<file path="src/sv/frx_pkg.sv">
// Shared types, codes and helpers for the firmware upload block receiver.
// No dependencies; every other file of the block refers to this package.
`default_nettype none

package frx_pkg;

  localparam int BLOCK_BYTES_DEF = 512;
  localparam logic [23:0] BASE_RESET = 24'd2048;
  localparam logic [15:0] CRC_POLY = 16'h1021;
  localparam logic [15:0] FAIL_MAX = 16'hFFFF;
  localparam int MAX_RESULTS = 4;

  localparam logic [7:0] CHAR_C = 8'h43;
  localparam logic [7:0] CHAR_B = 8'h42;
  localparam logic [7:0] CHAR_Z = 8'h5A;
  localparam logic [7:0] CHAR_X = 8'h58;

  typedef enum logic [1:0] {
    KIND_STAGE  = 2'd0,
    KIND_COMMIT = 2'd1,
    KIND_REPLY  = 2'd2
  } kind_t;

  typedef enum logic [2:0] {
    PH_LENGTH    = 3'd0,
    PH_BLOCK     = 3'd1,
    PH_BLOCK_CRC = 3'd2,
    PH_TAIL      = 3'd3,
    PH_IMAGE_CRC = 3'd4
  } phase_t;

  typedef struct packed {
    kind_t       kind;
    logic [8:0]  buffer_offset;
    logic [31:0] block_address;
    logic [7:0]  data;
    logic [15:0] crc_failures;
  } result_t;

  // All results caused by one request, in emission order.
  typedef struct packed {
    logic [2:0]                   count;
    result_t [MAX_RESULTS-1:0]    item;
  } batch_t;

  function automatic result_t mk_result(kind_t kind, logic [8:0] off, logic [31:0] addr,
                                        logic [7:0] data, logic [15:0] fails);
    result_t r;
    r.kind          = kind;
    r.buffer_offset = off;
    r.block_address = addr;
    r.data          = data;
    r.crc_failures  = fails;
    return r;
  endfunction

  // Bit-fed CRC-16, data bit enters at bit 0, MSB of the byte first.
  function automatic logic [15:0] crc_feed(logic [15:0] sum, logic [7:0] b);
    logic [15:0] s;
    logic        top;
    s = sum;
    for (int k = 0; k < 8; k++) begin
      top = s[15];
      s = {s[14:0], b[7-k]};
      if (top) begin
        s = s ^ CRC_POLY;
      end
    end
    return s;
  endfunction

endpackage

`default_nettype wire

</file>
<file path="src/sv/frx_proto.sv">
// Upload protocol engine: phase machine, CRCs, counters and result batch build.
// Depends on frx_pkg.
`default_nettype none

module frx_proto #(
  parameter int BLOCK_BYTES = frx_pkg::BLOCK_BYTES_DEF
) (
  input  wire logic           clk,
  input  wire logic           rst_n,
  input  wire logic           fire,
  input  wire logic [7:0]     rx_byte,
  input  wire logic [23:0]    base,
  output frx_pkg::batch_t     batch
);

  localparam int IW = $clog2(BLOCK_BYTES);
  localparam logic [31:0] BB32 = 32'(BLOCK_BYTES);
  localparam logic [IW:0] BB_IDX = (IW+1)'(BLOCK_BYTES);
  localparam logic [IW:0] LEN_BYTES = (IW+1)'(4);

  frx_pkg::phase_t phase_r, phase_nxt;
  logic [31:0]   length_r, length_nxt;
  logic [IW-1:0] byte_index_r, byte_index_nxt;
  logic [31:0]   off_r, off_nxt;        // block number * BLOCK_BYTES
  logic [31:0]   off_nx_r, off_nx_nxt;  // off_r + BLOCK_BYTES
  logic [31:0]   remain_r, remain_nxt;  // bytes not yet in finished full blocks
  logic [15:0]   block_crc_r, block_crc_nxt;
  logic [15:0]   image_crc_r, image_crc_nxt;
  logic [7:0]    crc_low_r, crc_low_nxt;
  logic [15:0]   fails_r, fails_nxt;

  logic [IW:0]   idx_inc;
  logic [31:0]   idx32;
  logic [8:0]    buf_off;
  logic [15:0]   crc_b, crc_i, rcv;
  logic [31:0]   addr_cur, addr_nx, base32, rem_after, len_new;
  logic          blk_done, tail_done, more_blocks, rem_empty;
  logic          len_done, len_blocks, len_empty, crc_second, fail_inc;

  assign idx_inc     = {1'b0, byte_index_r} + (IW+1)'(1);
  assign idx32       = 32'(byte_index_r);
  assign buf_off     = idx32[8:0];
  assign crc_b       = frx_pkg::crc_feed(block_crc_r, rx_byte);
  assign crc_i       = frx_pkg::crc_feed(image_crc_r, rx_byte);
  assign rcv         = {rx_byte, crc_low_r};
  assign base32      = {8'd0, base};
  assign addr_cur    = base32 + off_r;
  assign addr_nx     = base32 + off_nx_r;
  assign rem_after   = remain_r - BB32;
  assign blk_done    = idx_inc >= BB_IDX;
  assign tail_done   = 32'(idx_inc) >= remain_r;
  assign more_blocks = rem_after >= BB32;
  assign rem_empty   = rem_after == 32'd0;
  assign len_done    = idx_inc >= LEN_BYTES;
  assign len_blocks  = len_new >= BB32;
  assign len_empty   = len_new == 32'd0;
  assign crc_second  = byte_index_r != '0;
  assign fail_inc    = (rcv != block_crc_r) && (fails_r != frx_pkg::FAIL_MAX);

  always_comb begin
    len_new = length_r;
    case (byte_index_r[1:0])
      2'd0:    len_new[7:0]   = length_r[7:0]   | rx_byte;
      2'd1:    len_new[15:8]  = length_r[15:8]  | rx_byte;
      2'd2:    len_new[23:16] = length_r[23:16] | rx_byte;
      default: len_new[31:24] = length_r[31:24] | rx_byte;
    endcase
  end

  // Next phase.
  always_comb begin
    phase_nxt = phase_r;
    case (phase_r)
      frx_pkg::PH_BLOCK: begin
        if (blk_done) phase_nxt = frx_pkg::PH_BLOCK_CRC;
      end
      frx_pkg::PH_BLOCK_CRC: begin
        if (crc_second) begin
          if (more_blocks)    phase_nxt = frx_pkg::PH_BLOCK;
          else if (rem_empty) phase_nxt = frx_pkg::PH_IMAGE_CRC;
          else                phase_nxt = frx_pkg::PH_TAIL;
        end
      end
      frx_pkg::PH_TAIL: begin
        if (tail_done) phase_nxt = frx_pkg::PH_IMAGE_CRC;
      end
      frx_pkg::PH_IMAGE_CRC: begin
        if (crc_second) phase_nxt = frx_pkg::PH_LENGTH;
      end
      default: begin
        phase_nxt = frx_pkg::PH_LENGTH;
        if (len_done) begin
          if (len_blocks)     phase_nxt = frx_pkg::PH_BLOCK;
          else if (len_empty) phase_nxt = frx_pkg::PH_IMAGE_CRC;
          else                phase_nxt = frx_pkg::PH_TAIL;
        end
      end
    endcase
  end

  // Datapath updates and result batch.
  always_comb begin
    length_nxt     = length_r;
    byte_index_nxt = byte_index_r;
    off_nxt        = off_r;
    off_nx_nxt     = off_nx_r;
    remain_nxt     = remain_r;
    block_crc_nxt  = block_crc_r;
    image_crc_nxt  = image_crc_r;
    crc_low_nxt    = crc_low_r;
    fails_nxt      = fails_r;
    batch          = '0;
    case (phase_r)
      frx_pkg::PH_BLOCK: begin
        block_crc_nxt = crc_b;
        image_crc_nxt = crc_i;
        batch.item[0] = frx_pkg::mk_result(frx_pkg::KIND_STAGE, buf_off, 32'd0, rx_byte,
                                           fails_r);
        batch.count = 3'd1;
        if (blk_done) begin
          batch.item[1] = frx_pkg::mk_result(frx_pkg::KIND_REPLY, 9'd0, 32'd0,
                                             frx_pkg::CHAR_C, fails_r);
          batch.count = 3'd2;
          byte_index_nxt = '0;
        end else begin
          byte_index_nxt = idx_inc[IW-1:0];
        end
      end
      frx_pkg::PH_BLOCK_CRC: begin
        if (!crc_second) begin
          crc_low_nxt    = rx_byte;
          byte_index_nxt = IW'(1);
        end else begin
          if (fail_inc) fails_nxt = fails_r + 16'd1;
          batch.item[0] = frx_pkg::mk_result(frx_pkg::KIND_COMMIT, 9'd0, addr_cur, 8'd0,
                                             fails_nxt);
          batch.item[1] = frx_pkg::mk_result(frx_pkg::KIND_REPLY, 9'd0, 32'd0,
                                             frx_pkg::CHAR_B, fails_nxt);
          batch.count = 3'd2;
          off_nxt        = off_nx_r;
          off_nx_nxt     = off_nx_r + BB32;
          remain_nxt     = rem_after;
          block_crc_nxt  = 16'd0;
          byte_index_nxt = '0;
          // Empty tail: commit the tail block right away.
          if (!more_blocks && rem_empty) begin
            batch.item[2] = frx_pkg::mk_result(frx_pkg::KIND_COMMIT, 9'd0, addr_nx, 8'd0,
                                               fails_nxt);
            batch.item[3] = frx_pkg::mk_result(frx_pkg::KIND_REPLY, 9'd0, 32'd0,
                                               frx_pkg::CHAR_B, fails_nxt);
            batch.count = 3'd4;
          end
        end
      end
      frx_pkg::PH_TAIL: begin
        image_crc_nxt = crc_i;
        batch.item[0] = frx_pkg::mk_result(frx_pkg::KIND_STAGE, buf_off, 32'd0, rx_byte,
                                           fails_r);
        batch.count = 3'd1;
        if (tail_done) begin
          batch.item[1] = frx_pkg::mk_result(frx_pkg::KIND_COMMIT, 9'd0, addr_cur, 8'd0,
                                             fails_r);
          batch.item[2] = frx_pkg::mk_result(frx_pkg::KIND_REPLY, 9'd0, 32'd0,
                                             frx_pkg::CHAR_B, fails_r);
          batch.count = 3'd3;
          byte_index_nxt = '0;
        end else begin
          byte_index_nxt = idx_inc[IW-1:0];
        end
      end
      frx_pkg::PH_IMAGE_CRC: begin
        batch.count = 3'd1;
        if (!crc_second) begin
          crc_low_nxt    = rx_byte;
          byte_index_nxt = IW'(1);
          batch.item[0] = frx_pkg::mk_result(frx_pkg::KIND_REPLY, 9'd0, 32'd0,
                                             frx_pkg::CHAR_B, fails_r);
        end else begin
          batch.item[0] = frx_pkg::mk_result(frx_pkg::KIND_REPLY, 9'd0, 32'd0,
                                             (rcv == image_crc_r) ? frx_pkg::CHAR_Z
                                                                  : frx_pkg::CHAR_X,
                                             fails_r);
          // End of upload: clear everything but the failure count.
          length_nxt     = 32'd0;
          byte_index_nxt = '0;
          off_nxt        = 32'd0;
          off_nx_nxt     = BB32;
          remain_nxt     = 32'd0;
          block_crc_nxt  = 16'd0;
          image_crc_nxt  = 16'd0;
          crc_low_nxt    = 8'd0;
        end
      end
      default: begin
        length_nxt = len_new;
        if (len_done) begin
          byte_index_nxt = '0;
          off_nxt        = 32'd0;
          off_nx_nxt     = BB32;
          remain_nxt     = len_new;
          block_crc_nxt  = 16'd0;
          image_crc_nxt  = 16'd0;
          if (!len_blocks && len_empty) begin
            batch.item[0] = frx_pkg::mk_result(frx_pkg::KIND_COMMIT, 9'd0, base32, 8'd0,
                                               fails_r);
            batch.item[1] = frx_pkg::mk_result(frx_pkg::KIND_REPLY, 9'd0, 32'd0,
                                               frx_pkg::CHAR_B, fails_r);
            batch.count = 3'd2;
          end
        end else begin
          byte_index_nxt = idx_inc[IW-1:0];
        end
      end
    endcase
  end

  always_ff @(posedge clk) begin
    if (!rst_n) begin
      phase_r      <= frx_pkg::PH_LENGTH;
      length_r     <= 32'd0;
      byte_index_r <= '0;
      off_r        <= 32'd0;
      off_nx_r     <= BB32;
      remain_r     <= 32'd0;
      block_crc_r  <= 16'd0;
      image_crc_r  <= 16'd0;
      crc_low_r    <= 8'd0;
      fails_r      <= 16'd0;
    end else if (fire) begin
      phase_r      <= phase_nxt;
      length_r     <= length_nxt;
      byte_index_r <= byte_index_nxt;
      off_r        <= off_nxt;
      off_nx_r     <= off_nx_nxt;
      remain_r     <= remain_nxt;
      block_crc_r  <= block_crc_nxt;
      image_crc_r  <= image_crc_nxt;
      crc_low_r    <= crc_low_nxt;
      fails_r      <= fails_nxt;
    end
  end

endmodule

`default_nettype wire

</file>
<file path="src/sv/frx_outq.sv">
// Result buffer: holds the batch of one request and drains it one result per cycle
// while out_tready is high. Depends on frx_pkg.
`default_nettype none

module frx_outq (
  input  wire logic            clk,
  input  wire logic            rst_n,
  input  wire logic            load,
  input  wire frx_pkg::batch_t batch,
  output logic                 free,
  output logic                 out_tvalid,
  input  wire logic            out_tready,
  output logic [71:0]          out_tdata,
  output logic [1:0]           out_tuser,
  output logic                 out_tlast
);

  frx_pkg::result_t [3:0] item_r;
  frx_pkg::result_t       cur;
  logic [2:0]             cnt_r, cnt_nxt;
  logic [1:0]             head_r, head_nxt;
  logic                   pop, at_last;

  assign cur        = item_r[head_r];
  assign at_last    = ({1'b0, head_r} + 3'd1) == cnt_r;
  assign out_tvalid = cnt_r != 3'd0;
  assign pop        = out_tvalid && out_tready;
  assign free       = !out_tvalid || (pop && at_last);
  assign out_tdata  = {7'd0, cur.crc_failures, cur.data, cur.block_address, cur.buffer_offset};
  assign out_tuser  = cur.kind;
  assign out_tlast  = at_last;

  always_comb begin
    cnt_nxt  = cnt_r;
    head_nxt = head_r;
    if (load) begin
      cnt_nxt  = batch.count;
      head_nxt = 2'd0;
    end else if (pop) begin
      if (at_last) begin
        cnt_nxt  = 3'd0;
        head_nxt = 2'd0;
      end else begin
        head_nxt = head_r + 2'd1;
      end
    end
  end

  always_ff @(posedge clk) begin
    if (!rst_n) begin
      cnt_r  <= 3'd0;
      head_r <= 2'd0;
    end else begin
      cnt_r  <= cnt_nxt;
      head_r <= head_nxt;
    end
  end

  always_ff @(posedge clk) begin
    if (load) begin
      item_r <= batch.item;
    end
  end

endmodule

`default_nettype wire

</file>
<file path="src/sv/firmware_upload_block_receiver_top.sv">
// Top level of the firmware upload block receiver: input register, base register,
// protocol engine and result buffer. Depends on frx_pkg, frx_proto and frx_outq.
`default_nettype none

// Receives a firmware upload one byte per request: a 4-byte little-endian image
// length, then full blocks of BLOCK_BYTES bytes each followed by a 2-byte block CRC
// (low byte first), then the tail bytes and a 2-byte image CRC. Both CRCs are the
// bit-fed CRC-16 (poly 0x1021, start 0). Each byte causes zero to four results:
// stage-byte writes (tuser 0), block commits (tuser 1, address = base + block
// number * BLOCK_BYTES) and reply characters (tuser 2: C, B, Z, X); tlast marks the
// final result of a byte. Timing: a byte is captured in the input register, then
// processed as soon as the result buffer is free or draining its final result;
// while it is free, bytes with no result (length bytes of a non-empty image, block
// CRC-low bytes) stream at one per clock. A byte with results holds the port until
// they drain (at most 4, for a block CRC then an empty tail) while the next byte
// waits in the input register. The output port is fed straight from the registered
// result buffer. The base address resets to 0x800; the user must write it via
// cfg_wr_en and cfg_wr_data only while no upload byte is in flight (not enforced).
module firmware_upload_block_receiver_top #(
  parameter int BLOCK_BYTES = frx_pkg::BLOCK_BYTES_DEF
) (
  input  wire logic        clk,
  input  wire logic        rst_n,
  // Upload byte requests.
  input  wire logic        in_tvalid,
  output logic             in_tready,
  input  wire logic [7:0]  in_tdata,   // [7:0] rx_byte
  // Results.
  output logic             out_tvalid,
  input  wire logic        out_tready,
  output logic [71:0]      out_tdata,  // [8:0] buffer_offset, [40:9] block_address,
                                       // [48:41] data, [64:49] crc_failures, rest 0
  output logic [1:0]       out_tuser,  // [1:0] kind
  output logic             out_tlast,
  // Base address register.
  input  wire logic        cfg_wr_en,
  input  wire logic [23:0] cfg_wr_data
);

  logic            in_valid_r;
  logic [7:0]      in_byte_r;
  logic [23:0]     base_r;
  logic            fire, q_free;
  frx_pkg::batch_t batch;

  // Process the held byte once the result buffer can take its batch.
  assign fire      = in_valid_r && q_free;
  assign in_tready = !in_valid_r || fire;

  always_ff @(posedge clk) begin
    if (!rst_n) begin
      in_valid_r <= 1'b0;
      base_r     <= frx_pkg::BASE_RESET;
    end else begin
      if (in_tready) begin
        in_valid_r <= in_tvalid;
      end
      if (cfg_wr_en) begin
        base_r <= cfg_wr_data;
      end
    end
  end

  // Payload holds; only the valid flag needs reset.
  always_ff @(posedge clk) begin
    if (in_tvalid && in_tready) begin
      in_byte_r <= in_tdata;
    end
  end

  frx_proto #(
    .BLOCK_BYTES(BLOCK_BYTES)
  ) u_proto (
    .clk     (clk),
    .rst_n   (rst_n),
    .fire    (fire),
    .rx_byte (in_byte_r),
    .base    (base_r),
    .batch   (batch)
  );

  frx_outq u_outq (
    .clk        (clk),
    .rst_n      (rst_n),
    .load       (fire),
    .batch      (batch),
    .free       (q_free),
    .out_tvalid (out_tvalid),
    .out_tready (out_tready),
    .out_tdata  (out_tdata),
    .out_tuser  (out_tuser),
    .out_tlast  (out_tlast)
  );

endmodule

`default_nettype wire

</file>
<file path="config.mk">
export PLATFORM = sky130hd
export DESIGN_NAME = firmware_upload_block_receiver_top
export DESIGN_NICKNAME = d
export VERILOG_FILES = /design/src/sv/frx_pkg.sv /design/src/sv/frx_proto.sv /design/src/sv/frx_outq.sv /design/src/sv/firmware_upload_block_receiver_top.sv
export SDC_FILE = /design/constraint.sdc
export NUM_CORES = 1
export LEC_CHECK = 0
export BUFFER_PORTS_ARGS = -buffer_cell sky130_fd_sc_hd__buf_2
export CELL_PAD_IN_SITES_DETAIL_PLACEMENT = 0
export CELL_PAD_IN_SITES_GLOBAL_PLACEMENT = 1
export CORE_MARGIN = 10
export CORE_UTILIZATION = 44
export CTS_CLUSTER_DIAMETER = 30
export DETAILED_ROUTE_END_ITERATION = 8
export MAX_ROUTING_LAYER = met4
export PLACE_DENSITY = 0.88
export SETUP_SLACK_MARGIN = 0.02
export SYNTH_ARGS = -nofsm -noshare
export SYNTH_HDL_FRONTEND = slang
export SYNTH_SLANG_ARGS = --single-unit
</file>
<file path="constraint.sdc">
create_clock -name clk -period 9.75 [get_ports clk]
set_input_delay 1.95 -clock clk [delete_from_list [all_inputs] [get_ports clk]]
set_output_delay 1.95 -clock clk [all_outputs]
set_load 0.05 [all_outputs]
</file>
# --- After elaboration in Yosys (flattened, before gate mapping) ---
# Cells that the tools add are included.
classes:
  addsub: 8
  order_cmp: 6
  n_eq_ne: 16
  n_mux: 77
  bitwise_logic: 25
  n_reduce_logical: 39
ops:
  columns: ["op", "n"]
  rows:
  - ["134-bit 2-to-1 mux", 3]
  - ["32-bit one-hot mux with 3 select lines", 3]
  - ["271-bit 2-to-1 mux", 1]
  - ["67-bit one-hot mux with 4 select lines", 1]
  - ["32-bit 2-to-1 mux", 8]
  - ["13-bit 2-to-1 mux", 16]
  - ["67-bit one-hot mux with 3 select lines", 1]
  - ["137-bit 2-to-1 mux", 1]
  - ["67-bit binary-select mux with 2-bit select", 1]
  - ["67-bit 2-to-1 mux", 2]
  - ["67-bit one-hot mux with 2 select lines", 1]
  - ["16-bit one-hot mux with 3 select lines", 2]
  - ["24-bit by 32-bit adder with 32-bit output", 2]
  - ["32-bit by 10-bit >= comparator with 1-bit output (second input constant)", 2]
  - ["32-bit logical NOT", 2]
  - ["32-bit one-hot mux with 2 select lines", 1]
  - ["16-bit 2-to-1 mux", 3]
  - ["8-bit 2-to-1 mux", 6]
  - ["3-bit NOT", 16]
  - ["3-bit 2-to-1 mux", 13]
  - ["32-bit by 10-bit adder with 32-bit output (second input constant)", 1]
  - ["10-bit by 32-bit >= comparator with 1-bit output", 1]
  - ["8-bit OR", 4]
  - ["32-bit by 10-bit subtractor with 32-bit output (second input constant)", 1]
  - ["other kinds (39)", 79]
totals:
  regBits: 502
  inputBits: 37
  out_inout_bits: 77
  wordCells: 206

# --- Logic depth before layout (Yosys ltp) ---
depth:
  ltp_word: 17
  mapped_depth: 16
  mapped_depth_nobuf: 14

# --- Cells and area by module ---
# A second synthesis with hierarchy kept.
unflattened:
  hier_cells: 2370
  area_unflattened_um2: 24571.1
by_module_without_submodules:
  columns: ["mod", "instances", "cells_each", "area_each_um2", "seq_area_each_um2"]
  rows:
  - ["frx_proto", 1, 1889, 13324.0, 3563.4]
  - ["frx_outq", 1, 390, 10029.6, 8147.8]
  - ["firmware_upload_block_receiver_top", 1, 91, 1217.4, 740.7]

# --- Worst setup path after synthesis ---
# OpenSTA, ideal clock, no wires.
synth_timing:
  kind: "in2reg"
  startpoint: "input out_tready"
  endpoint: "register u_proto.crc_low_r[0]"
  setup_ns: 0.133
  t_arrival_ns: 9.529
  required_time_ns: 9.617
  setup_slack_ns: 0.088
  path_stages: 8
  n_path_buf: 1
  cell_sequence: "inv_1 -> o41ai_1 -> nand2_1 -> inv_1 -> clkbuf_1 -> nand3_1 -> nand2_1 -> a21boi_0"
synth_via:
  elab_chain_len: 5
synth_lines:
  columns: ["element", "line", "text"]
  rows:
  - ["start, declared", "firmware_upload_block_receiver_top.sv:30", "input wire logic out_tready,"]
  - ["1-bit logical AND", "frx_outq.sv:27", "assign pop = out_tvalid && out_tready;"]
  - ["1-bit logical AND", "frx_outq.sv:28", "assign free = !out_tvalid || (pop && at_last);"]
  - ["1-bit logical OR", "frx_outq.sv:28", null]
  - ["1-bit logical AND", "firmware_upload_block_receiver_top.sv:47", "assign fire = in_valid_r && q_free;"]
  - ["via fire", "firmware_upload_block_receiver_top.sv:43", "logic fire, q_free;"]
  - ["3-bit AND reduction (no line)", null, null]
  - ["end signal, assigned", "frx_proto.sv:238", "crc_low_r <= crc_low_nxt;"]
  - ["end, declared", "frx_proto.sv:29", "logic [7:0] crc_low_r, crc_low_nxt;"]
# The timed path passes the listed nets, and every way through them passes these cells.
# A chain may end at the register's enable or synchronous reset.

# --- Worst setup path in the final report ---
layout_timing:
  startpoint: "register u_outq.head_r[1]"
  endpoint: "output in_tready"
layout_via:
  elab_chain_len: 6
layout_lines:
  columns: ["element", "line", "text"]
  rows:
  - ["start, declared", "frx_outq.sv:21", "logic [1:0] head_r, head_nxt;"]
  - ["start signal, assigned", "frx_outq.sv:55", "head_r <= head_nxt;"]
  - ["2-bit by 1-bit adder with 3-bit output", "frx_outq.sv:25", "assign at_last = ({1'b0, head_r} + 3'd1) == cnt_r;"]
  - ["3-bit == test", "frx_outq.sv:25", null]
  - ["1-bit logical AND", "frx_outq.sv:28", null]
  - ["1-bit logical OR", "frx_outq.sv:28", null]
  - ["1-bit logical AND", "firmware_upload_block_receiver_top.sv:47", null]
  - ["1-bit logical OR", "firmware_upload_block_receiver_top.sv:48", "assign in_tready = !in_valid_r || fire;"]
  - ["end, declared", "firmware_upload_block_receiver_top.sv:26", "output logic in_tready,"]
# No other way between the ends.

==> results.md <==
* Critical path peak fanout at 60
* Period utilisation layout at 0.553
* FMAX at 185 MHz
* Vias per cell at 5.76
* Area contributors post-synth: edfxtp_1 (28%), dfxtp_1 (20%), nand2_1 (3.9%), xnor2_1 (3.8%), nor2_1 (3.7%)
* Vias in the first global route at 16900
* Slew at the pin with the worst max-slew slack at 1.16 ns
* Root Buffer: clkbuf_16
* PostCTS Resize Cnt at 0
* Routability cong. at 0.918
* Area Growth Syn to Fin at 19.6%
* Max cap viols at 0
* Crit Path Class: register to output pin
* Library cells used by synthesis at 67
* Largest net degree at the start of global routing at 118
* Die area at 0.0566 sq mm
* Reg2Reg Setup Slack at 4.71 ns
* Final number of max-transition violations at 0
* Count leader, synth: nand2_1
* DRT Pass-1 Iters at 6
* Core Rows at 79
* Via count at 17100
* Clk slew on worst S/H paths at 0.04 ns
* # setup viols final at 0
* Finished Cell Area at 0.0250 sq mm
* CTS Hold Bufs at 0
* Post-synth top flop: dfxtp_1
* Diode count at 0
* Final wirelength at 55500 um
* Height of the chip at 238 um
* Yosys Warn Count at 0
* Clock Skews at 0.0205 ns
* PD cells at 218 mW/mm^2
* Clock Latency Late Sink at 0.64 ns
* Starting Density at 0.447
* Setup TNS at 0 ns
* HP Class: register to register
* P_leak at 0.00924 uW
* Overflow after GRT at 0
* Data required, critical path at 7.80 ns
* Final Hold Viols at 0
* Top cells by count, synth: nand2_1 (215), dfxtp_1 (208), nor2_1 (204)
* Gate Count Post-Synth at 2229
* Crit path launch: u_outq.head_r[1]$_SDFFE_PP0P_
* CTS tree: built
* Gr usage total at 0.199
* WL/cell at 18.7 um
* Cell depth of the worst flop-to-flop path at 10
* I/O Pins at 114
* Critical path startpoint category: register
* IR drop worst, VDD at 0.132 mV
* Asr flop ratio synth at 0
* DPL Wire Length at 35700 um
* Outcome: completed
* Mapped Area at 0.0209 sq mm
* Post-synth EDFFs at 192
* RSZ-0062 raised after global routing: no
* Core Footprint at 0.0468 sq mm
* Number of remaining DRC errors at 0
* Worst slew margin at 0.221
* Worst R2R Start: u_outq.head_r[1]$_SDFFE_PP0P_
* Register area share after synthesis at 0.475
* Clk sinks at 400
* First-pass GRT wire length at 89800 um
* Port bufs at 106
* Area after DPL at 0.0218 sq mm
* Final ANT Viol Nets at 0
* Post-synth top area share at 0.276
* Flop and latch count out of synthesis at 400
* Cts bufs inserted at 93
* Power, Total at 5460 uW
* Final Net Count at 2371
* Die X at 238 um
* Leading area contributor after synthesis: edfxtp_1
* Avg Inst Size Synth at 9.38 sq um
* Post-CTS setup buffer count at 0
* FF-to-FF End: u_proto.buf_off[6]$_SDFFE_PN0P_
* Final critical-path required period at 5.39 ns
* 1st-iter DRT viols at 1688
* Clock Tree Buf Depth at 3
* H-Tree Level Count at 3
* Worst setup path end: in_tready
* Critical Path AT at 3.44 ns
* Antenna violations before repair at 0
* Share of cells above drive strength 1 at 0.141
* Worst setup EP type: output pin
[kinds of logic (layout without fill, tap and decap cells)]
group | after synthesis | count (layout) | synth area share
compound gates | 493 | 493 | 0.144
xor+xnor | 157 | 157 | 0.0658
fa+ha+maj | 49 | 49 | 0.0293
buf+inv | 211 | 336 | 0.0394
flops | 400 | 400 | 0.475
mux | 85 | 85 | 0.0503
other cells | 1 | 7 | 0.000179
simple gates | 833 | 833 | 0.196
[state kept, by name, indices dropped and copies added, names as in the netlist, 9 cells and up]
signal	count
u_proto.length_r	32
base_r	24
u_proto.off_r	23
u_proto.block_crc_r	16
u_proto.remain_r	32
u_proto.fails_r	16
u_proto.image_crc_r	16
u_outq.item_r	184
u_proto.buf_off	9
u_proto.off_nx_r	23
[metal layers]
metal  vias to the layer above  part of all wire  GRT usage
li1                       8129                 -          -
met1                      8285              0.44      0.248
met2                       583              0.47      0.310
met3                       105             0.067     0.0443
met4                         0             0.025     0.0763
met5                         -                 0          -
[worst min-delay path by stage]
| stage | from | endpoint | depth (start not counted) |
|---|---|---|---|
| final | u_proto.off_r[9]$_SDFFE_PN0P_ | u_proto.off_r[9]$_SDFFE_PN0P_ | 2 |
| after global routing | u_proto.off_r[14]$_SDFFE_PN0P_ | u_proto.off_r[14]$_SDFFE_PN0P_ | 2 |
| after global placement | u_proto.off_r[9]$_SDFFE_PN0P_ | u_proto.off_r[9]$_SDFFE_PN0P_ | 2 |
| after CTS | u_proto.off_r[9]$_SDFFE_PN0P_ | u_proto.off_r[9]$_SDFFE_PN0P_ | 2 |
| after floorplan | u_proto.off_r[10]$_SDFFE_PN0P_ | u_proto.off_r[10]$_SDFFE_PN0P_ | 2 |
| after detailed placement | u_proto.off_r[9]$_SDFFE_PN0P_ | u_proto.off_r[9]$_SDFFE_PN0P_ | 2 |
[worst max-delay path: stages (launching register included)]
cell,delay (ns)
dfxtp_4,1.01
ha_1,0.42
xor2_1,0.17
nor3_1,0.37
nand2_1,0.35
nand3_1,0.22
buf_2,0.28
[layout make-up]
| type | instances | area, sq um |
|---|---|---|
| fillers | 4056 | 21700 |
| well taps | 607 | 759 |
| repair buffers | 133 | 733 |
| flip-flops and latches | 400 | 9930 |
| inverters | 33 | 129 |
| multi-input cells | 1624 | 10200 |
| clock inverters | 51 | 638 |
| clock buffers | 119 | 2610 |
[report_power, final]
part | switching (uW) | internal, uW
combinational | 314 | 122
clock | 1020 | 2140
sequential | 37.6 | 1820
total | 1370 | 4080
[cell usage in the layout (no fill, tap or decap), drive strengths merged, types with 72 or more instances in the layout]
cell and n:
o21ai 147, a21oi 143, edfxtp 192, clkbuf 119, nand2 215, xnor2 90, nor3 72, dfxtp 208
buf 133, nor2 204
[stage by stage]
step | hold WS (ns) | setup slack [ns] | util | std cells
finish | 0.462 | 4.36 | 0.535 | 2967
global placement | 0.454 | 4.35 | 0.466 | 2797
detailed placement | 0.454 | 4.15 | 0.466 | 2797
CTS | 0.460 | 4.29 | 0.535 | 2967
floorplan | 0.440 | 0.0875 | - | 2235
global route | 0.487 | 4.23 | 0.535 | 2967
No activity file was read; power rests on OpenSTA's default activity.
